### src/hw/rtl/fgsa_pkg.sv
`timescale 1ns / 1ps
`default_nettype none
package fgsa_pkg;
  localparam int unsigned PoolSlotsDefault = 256;
  localparam int unsigned AlignBytes = 256;

  localparam logic [1:0] CmdAcquire = 2'd0;
  localparam logic [1:0] CmdRelease = 2'd1;
  localparam logic [1:0] CmdReclaim = 2'd2;
  localparam logic [1:0] CmdQuery   = 2'd3;

  localparam logic [1:0] StOk       = 2'd0;
  localparam logic [1:0] StExhaust  = 2'd1;
  localparam logic [1:0] StBadIndex = 2'd2;
  localparam logic [1:0] StPendFull = 2'd3;

  localparam logic [1:0] RegBase   = 2'd0;
  localparam logic [1:0] RegVertex = 2'd1;
  localparam logic [1:0] RegIndex  = 2'd2;

  typedef struct packed {
    logic [1:0]  command;
    logic [9:0]  slot_index;
    logic [63:0] fence;
    logic        bad_index;
  } cmd_t;

  typedef struct packed {
    logic [1:0]  status;
    logic [7:0]  granted_slot;
    logic [63:0] vtx_addr;
    logic [63:0] idx_addr;
    logic [8:0]  reclaimed_count;
    logic [8:0]  free_slots;
  } res_t;
endpackage
`default_nettype wire

### src/hw/rtl/fgsa_front.sv
`timescale 1ns / 1ps
`default_nettype none
module fgsa_front #(
  parameter int unsigned PoolSlots = fgsa_pkg::PoolSlotsDefault
) (
  input  wire logic           clk_i,
  input  wire logic           rst_ni,
  input  wire logic           valid_i,
  output logic                ready_o,
  input  wire logic [1:0]     command_i,
  input  wire logic [9:0]     slot_index_i,
  input  wire logic [63:0]    fence_i,
  output logic                valid_o,
  input  wire logic           ready_i,
  output fgsa_pkg::cmd_t      cmd_o
);
  // two-entry queue
  fgsa_pkg::cmd_t q_q [2];
  logic rd_q, wr_q;
  logic [1:0] cnt_q;
  logic push, pop;
  fgsa_pkg::cmd_t in_c;

  always_comb begin
    in_c.command    = command_i;
    in_c.slot_index = slot_index_i;
    in_c.fence      = fence_i;
    in_c.bad_index  = ({22'd0, slot_index_i} >= 32'(PoolSlots));
  end

  assign ready_o = (cnt_q != 2'd2);
  assign valid_o = (cnt_q != 2'd0);
  assign push = valid_i && ready_o;
  assign pop  = valid_o && ready_i;
  assign cmd_o = q_q[rd_q];

  always_ff @(posedge clk_i) begin
    if (push) begin
      q_q[wr_q] <= in_c;
    end
  end

  always_ff @(posedge clk_i or negedge rst_ni) begin
    if (!rst_ni) begin
      rd_q <= 1'b0;
      wr_q <= 1'b0;
      cnt_q <= 2'd0;
    end else begin
      if (push) wr_q <= ~wr_q;
      if (pop) rd_q <= ~rd_q;
      cnt_q <= cnt_q + 2'(push) - 2'(pop);
    end
  end

  assert property (@(posedge clk_i) disable iff (!rst_ni) cnt_q <= 2'd2)
    else $error("queue count overflow");
  assert property (@(posedge clk_i) disable iff (!rst_ni)
    (cnt_q == 2'd0) |-> !pop) else $error("pop from empty queue");
  assert property (@(posedge clk_i) disable iff (!rst_ni)
    (cnt_q == 2'd2) |-> !push) else $error("push into full queue");
endmodule
`default_nettype wire

### config.mk
export PLATFORM = sky130hd
export DESIGN_NAME = fgsa_front
export DESIGN_NICKNAME = d
export VERILOG_FILES = /design/src/hw/rtl/fgsa_pkg.sv /design/src/hw/rtl/fgsa_front.sv
export SDC_FILE = /design/constraint.sdc
export NUM_CORES = 1
export LEC_CHECK = 0
export BUFFER_PORTS_ARGS = -buffer_cell sky130_fd_sc_hd__buf_4
export CORE_MARGIN = 5
export CORE_UTILIZATION = 55
export CTS_BUF_LIST = sky130_fd_sc_hd__clkbuf_2
export CTS_CLUSTER_SIZE = 25
export DETAILED_ROUTE_END_ITERATION = 6
export PLACE_DENSITY = 0.83
export SLEW_MARGIN = 10
export SYNTH_ARGS = -nofsm -noshare
export SYNTH_HDL_FRONTEND = slang
export SYNTH_SLANG_ARGS = --single-unit
### constraint.sdc
create_clock -name clk_i -period 9.8 [get_ports clk_i]
set_input_delay 0.49 -clock clk_i [delete_from_list [all_inputs] [get_ports clk_i]]
set_output_delay 0.49 -clock clk_i [all_outputs]
set_load 0.01 [all_outputs]
==> results of run 1 <==
critical path: stages, from the launching register on:
cell and delay (ns):
dfrtp_4 1.17, mux2_2 0.44, buf_4 0.15
cells by family after synthesis:
group,share of synthesized area
flip-flops,0.8060
multiplexers,0.1607
AND/OR/NAND/NOR,0.009393
buffers and inverters,0.01195
AO/OA/AOI/OAI,0.005336
XOR/XNOR,0.004483
adder cells (fa/ha/maj),0.002134
metrics by stage:
step	instances	hold WS (ns)	power [mW]	instance area, µm²	worst slack (ns)
floorplan	263	0.1944	1.421	5862	5.366
global placement	550	0.2882	1.711	7179	7.497
detailed placement	550	0.2902	1.728	7179	7.515
CTS	659	0.03627	2.100	8194	6.729
global route	659	0.01361	2.197	8194	6.603
finish	659	0.1207	2.086	8194	6.794
sequential cells by signal, indices dropped and copies added (netlist names):
signal and flops:
wr_q 1, q_q 154, rd_q 1, cnt_q 2
placed cells by master (no fill, tap or decap):
| cell | synthesis | layout |
|---|---|---|
| bufinv_16 | 0 | 3 |
| dfrtp_1 | 4 | 3 |
| nand2_1 | 2 | 2 |
| xnor2_1 | 3 | 3 |
| and3_4 | 0 | 1 |
| nor2_4 | 0 | 1 |
| nand2b_1 | 1 | 1 |
| nor2_1 | 3 | 2 |
| mux2_4 | 20 | 20 |
| nor2b_1 | 1 | 1 |
| a32oi_1 | 1 | 1 |
| inv_6 | 0 | 1 |
| dfrtp_4 | 0 | 1 |
| nand3_1 | 1 | 1 |
| clkinv_1 | 0 | 4 |
| buf_4 | 0 | 160 |
| a211oi_1 | 1 | 1 |
| or2_2 | 2 | 2 |
| edfxtp_1 | 154 | 154 |
| dlygate4sd3_1 | 0 | 77 |
| clkinvlp_4 | 0 | 4 |
| clkbuf_2 | 0 | 20 |
| ha_1 | 1 | 1 |
| a21bo_2 | 1 | 1 |
| o21ai_0 | 1 | 1 |
| mux2_2 | 57 | 57 |
worst max-delay path by stage:
stage                     end  slack, ns
floorplan           q_q[0][0]       5.37
global placement    cmd_o[13]       7.50
detailed placement  cmd_o[13]       7.51
CTS                 cmd_o[13]       6.73
global route        cmd_o[30]       6.60
finish              cmd_o[30]       6.79
report_power, final:
group	switching, mW	internal, mW
clock	0.209	0.142
combinational	0.295	0.408
sequential	0.109	0.922
total	0.614	1.47
what timing repair did:
item	in CTS	in global routing
endpoints found under the setup margin	0	0
buffers inserted	0	0
hold endpoints to repair	156	0
hold buffers	77	0
area by class of cell:
type / count / area, µm² / area share
well taps: 136 / 170.2 / 0.02077
clock inverters: 12 / 143.9 / 0.01756
clock buffers: 20 / 100.1 / 0.01222
repair buffers: 237 / 1972 / 0.2406
flip-flops and latches: 158 / 4728 / 0.5770
multi-input cells: 96 / 1080 / 0.1318
routing by layer:
metal	GRT usage	wire [µm]
met4	0.06010	108
met5	0	0
met1	0.2234	4528
met2	0.3408	6445
met3	0.06096	825
==> impl_metrics.py, run 1 <==
metrics = {
    "floorplan": {
        "die-area_mm2": 0.01282,
        "rows": 37,
        "start_util": 0.5653,
        "die_height_um": 113.2,
        "core-area_mm2": 0.01037,
        "fp.dieW_um": 113.2,
        "io_pins": 159,
    },
    "synthesis": {
        "synthDistinctLibCells": 19,
        "synth_edf_count": 154,
        "synth_area_per_cell_um2": 22.29,
        "synthMostInstantiatedCell": "edfxtp_1",
        "syn_nets": 344,
        "synth.top_cells.by_area": "edfxtp_1 79%, mux2_2 11%, mux2_4 5.1%",
        "synth_cells": 263,
        "synthArstFlopShare": 0.02532,
        "ys_ff_latch": 158,
        "synth_top_area_frac": 0.7889,
        "netlist_top_cells_count": "154 x edfxtp_1, 57 x mux2_2, 20 x mux2_4",
        "synth_flop_cell": "edfxtp_1",
        "yosysSeqAreaShare": 0.8060,
        "synth_area_mm2": 0.005862,
        "ys_warn_count": 0,
        "synth_area_leader_cell": "edfxtp_1",
    },
    "place": {
        "port_buffers": 158,
        "dpl.hpwl_um": 6815,
        "routabilityCongestion": 0.7086,
    },
    "sta": {
        "rsz0062_at_grt": "no",
        "finalSetupViolations": 0,
        "relSlewSlack": 0.2202,
        "hold_viol": 0,
        "worst_pin_slew_ns": 1.170,
        "max_freq_ghz": 0.3327,
        "min_period_ns": 3.006,
        "fin_setup_tns_ns": 0,
        "slew_violations": 0,
        "period_share": 0.3067,
        "clock_skew_ns": 0.03416,
    },
    "flow_run": {
        "drv_cap": 0,
    },
    "cells_and_area": {
        "antenna_cells": 0,
        "fillers": 552,
        "fin_nets": 591,
        "area_growth_pct": 39.79,
        "postLayoutCoreUtil": 0.7902,
        "layout-drive-gt1-share": 0.5182,
    },
    "detailed_routing": {
        "routed_wl_um": 11910,
        "drcViolationCount": 0,
        "ant_nets": 0,
        "post_drt_wl_per_cell_um": 18.07,
        "via_count": 3255,
        "vias_per_cell": 4.939,
        "dr.pass1.iters": 4,
        "first_iter_violations": 95,
    },
    "critical_path": {
        "r2r-end": "q_q[0][57]",
        "reg2reg_from": "cnt_q[0]",
        "cp-start-kind": "flop",
        "cp_data_arrival_time_ns": 2.52,
        "cp-startpoint": "rd_q",
        "crit_type": "reg2out",
        "cp_data_required_time_ns": 9.31,
        "rrSetupSlack_ns": 7.72,
        "rr_worst_depth": 4,
        "critPathMaxFanout": 78,
        "endpoint_kind": "primary output",
    },
    "clocking": {
        "cts_tree": "built",
        "clockBufferDepth": 2,
        "worstSkewPairLatency_ns": 0.66,
        "cts_root_buf": "clkbuf_2",
        "cts.htree.levels": 4,
        "cts_inserted_buffers": 17,
        "clkTransAtPathRegs_ns": 0.22,
        "cts_sinks": 158,
        "cts_resized": 0,
    },
    "status": {
        "status": "finished clean",
    },
    "power": {
        "p_leak_nw": 3.143,
        "power_density_mw_per_mm2": 254.6,
        "ir_drop_mv": 0.1706,
    },
    "global_route": {
        "grt_pass1_vias": 3568,
        "overflow": 0,
        "antenna_found_initial": 0,
        "grt_pass1_wl_um": 18690,
        "grt_max_degree": 79,
        "grt.total_usage": 0.1924,
    },
    "worst_hold_path": {
        "hp-class": "in2async",
    },
}
Power figures use the tool's default switching activity.
==> inputs of run 2 (changes only) <==
--- a/config.mk
+++ b/config.mk
@@ -7,11 +7,11 @@
 export LEC_CHECK = 0
 export BUFFER_PORTS_ARGS = -buffer_cell sky130_fd_sc_hd__buf_4
 export CORE_MARGIN = 5
-export CORE_UTILIZATION = 55
+export CORE_UTILIZATION = 49
 export CTS_BUF_LIST = sky130_fd_sc_hd__clkbuf_2
 export CTS_CLUSTER_SIZE = 25
 export DETAILED_ROUTE_END_ITERATION = 6
-export PLACE_DENSITY = 0.83
+export PLACE_DENSITY = 0.78
 export SLEW_MARGIN = 10
 export SYNTH_ARGS = -nofsm -noshare
 export SYNTH_HDL_FRONTEND = slang
==> constraint.sdc (replaced) <==
create_clock -name clk_i -period 2.5 [get_ports clk_i]
set_input_delay 0.125 -clock clk_i [delete_from_list [all_inputs] [get_ports clk_i]]
set_output_delay 0.125 -clock clk_i [all_outputs]
set_load 0.01 [all_outputs]
==> run 2 against run 1 <==
Net effect: hold slack improved by 0.034 ns; largest power group unchanged; cell area rose by 1.4%; clock skew down 0.0044 ns; non-clock buffer count grew 8; combinational power rose to 4.4 times the previous value; highest routed layer unchanged; setup slack got worse by 6.6 ns; global-route usage decreased by 2.5 points; critical path depth is 1 higher; wire length down 1.1%.
==> impl_metrics.py, run 2 (synthesis gave the netlist of run 1 again) <==
metrics = {
    "global_route": {
        "grt.total_usage": 0.1670,
        "met2_usage": 0.2946,
        "grt.met1_usage": 0.1917,
        "antenna_found_initial": 0,
        "grt_pass1_wl_um": 18010,
        "busiest_layer": "met2",
        "grt_max_degree": 43,
        "use_met3": 0.05413,
        "grt_pass1_vias": 3563,
        "overflow": 0,
    },
    "clocking": {
        "cts_root_buf": "clkbuf_2",
        "cts_sinks": 158,
        "cts_tree": "built",
        "clkTransAtPathRegs_ns": 0.22,
        "cts_resized": 0,
        "cts.htree.levels": 4,
        "cts_inserted_buffers": 17,
        "clockBufferDepth": 2,
        "worstSkewPairLatency_ns": 0.68,
    },
    "sta": {
        "relSlewSlack": 0.6296,
        "hold-worst-slack_ns": 0.1547,
        "slew_violations": 0,
        "min_period_ns": 2.274,
        "hold_viol": 0,
        "finalSetupViolations": 0,
        "worst_pin_slew_ns": 0.5556,
        "clock_skew_ns": 0.02979,
        "fin_setup_tns_ns": 0,
        "rsz0062_at_grt": "no",
        "max_freq_ghz": 0.4397,
        "period_share": 0.9097,
    },
    "cells_and_area": {
        "area_growth_pct": 41.77,
        "layout-drive-gt1-share": 0.5273,
        "final_common_cell": "buf_4",
        "largestRegisters": "q_q: 154 flops, cnt_q: 2 flops",
        "fin_cells": 678,
        "final_cell_mix": "162 x buf_4, 154 x edfxtp_1, 80 x dlygate4sd3_1",
        "largest_register_ffs": 154,
        "seq_area_mm2": 0.004728,
        "antenna_cells": 0,
        "fin_nets": 599,
        "fillers": 760,
        "multi_input_area_mm2": 0.001080,
        "largest-register": "q_q",
    },
    "floorplan": {
        "io_pins": 159,
        "start_util": 0.4942,
        "die_height_um": 119.4,
        "fp.dieW_um": 119.4,
        "die-area_mm2": 0.01425,
        "core-area_mm2": 0.01186,
        "rows": 40,
    },
    "critical_path": {
        "crit_type": "reg2out",
        "cp-start-kind": "flop",
        "cp_data_arrival_time_ns": 2.15,
        "cp_data_required_time_ns": 2.38,
        "rr_worst_depth": 4,
        "critPathMaxFanout": 19,
        "endpoint_kind": "primary output",
    },
    "place": {
        "port_buffers": 158,
        "dpl.hpwl_um": 7253,
        "place_inst": 565,
        "routabilityCongestion": 0.7113,
    },
    "status": {
        "status": "finished clean",
    },
    "detailed_routing": {
        "routed_wl_um": 11770,
        "drcViolationCount": 0,
        "via_count": 3266,
        "first_iter_violations": 161,
        "post_drt_wl_per_cell_um": 17.36,
        "dr.pass1.iters": 4,
        "ant_nets": 0,
        "vias_per_cell": 4.817,
    },
    "power": {
        "power_frac_comb": 0.372,
        "power_density_mw_per_mm2": 997.0,
        "seq_power_share": 0.459,
        "ir_drop_mv": 0.5404,
        "p_leak_nw": 3.196,
        "clkPwrFrac": 0.169,
        "power_switching_mw": 2.444,
        "p_int_mw": 5.842,
        "p_sw_frac": 0.2950,
    },
    "flow_run": {
        "drv_cap": 0,
    },
    "worst_hold_path": {
        "hp-class": "in2reg",
        "holdPathStages": 2,
    },
}
==> run 2: changes by cell type in the layout (fill, tap and decap cells not counted), sizes merged <==
cell and change:
buf +4, clkbuf +2, clkinv -1, clkinvlp +1
dlygate4sd3 +3, inv -1
==> run 2: power groups by stage <==
| stage | Combinational (mW) | Clock (mW) | Sequential, mW |
|---|---|---|---|
| 6_report | 3.08 | 1.40 | 3.81 |
| 5_1_grt | 3.29 | 1.56 | 3.86 |
| 4_1_cts | 3.07 | 1.44 | 3.84 |
| 3_5_place_dp | 2.95 | 0 | 3.90 |
| 3_3_place_gp | 2.93 | 0 | 3.86 |
| 2_1_floorplan | 1.75 | 0 | 3.79 |
==> run 2: final timing paths <==
kind / start / end / slack (ns)
min reg2reg: wr_q / wr_q / 0.58
max in group asynchronous: rst_ni / cnt_q[1] / 1.97
min in group asynchronous: rst_ni / cnt_q[0] / 0.32
max: rd_q / cmd_o[40] / 0.23
max reg2reg: cnt_q[0] / q_q[0][50] / 0.73
min: slot_index_i[2] / q_q[0][67] / 0.15
==> run 2: stage by stage <==
step,setup WS [ns],area (µm²),utilization,power (mW)
detailed placement,0.7716,7248,0.6111,6.860
global placement,0.8474,7248,0.6111,6.791
finish,0.2259,8310,0.7006,8.286
CTS,0.03836,8297,0.6995,8.355
global route,0.04104,8310,0.7006,8.717
floorplan,0.2035,5871,-,5.537
==> run 2: final cells by class <==
cell class	instances	area share
Sequential cell	158	0.5690
Tap cell	147	0.02213
Clock buffer	21	0.01265
Clock inverter	11	0.01716
Timing Repair Buffer	245	0.2492
Multi-Input combinational cell	96	0.1299
==> run 2: worst max-delay path, cell delays in order (launching register included) <==
cell     delay [ns]
dfrtp_4        0.59
buf_4          0.32
mux2_2         0.41
buf_4          0.15
==> run 2: repair_timing <==
action | CTS | global route
setup endpoints to repair | 0 | 34
buffers inserted | 0 | 1
endpoints found under the hold margin | 175 | 0
hold buffers | 80 | 0
==> run 2: routing by layer <==
layer	vias to the layer above	share of wire
met5	-	0
met4	0	0.012
met3	13	0.062
met2	110	0.52
met1	1592	0.40
li1	1551	-
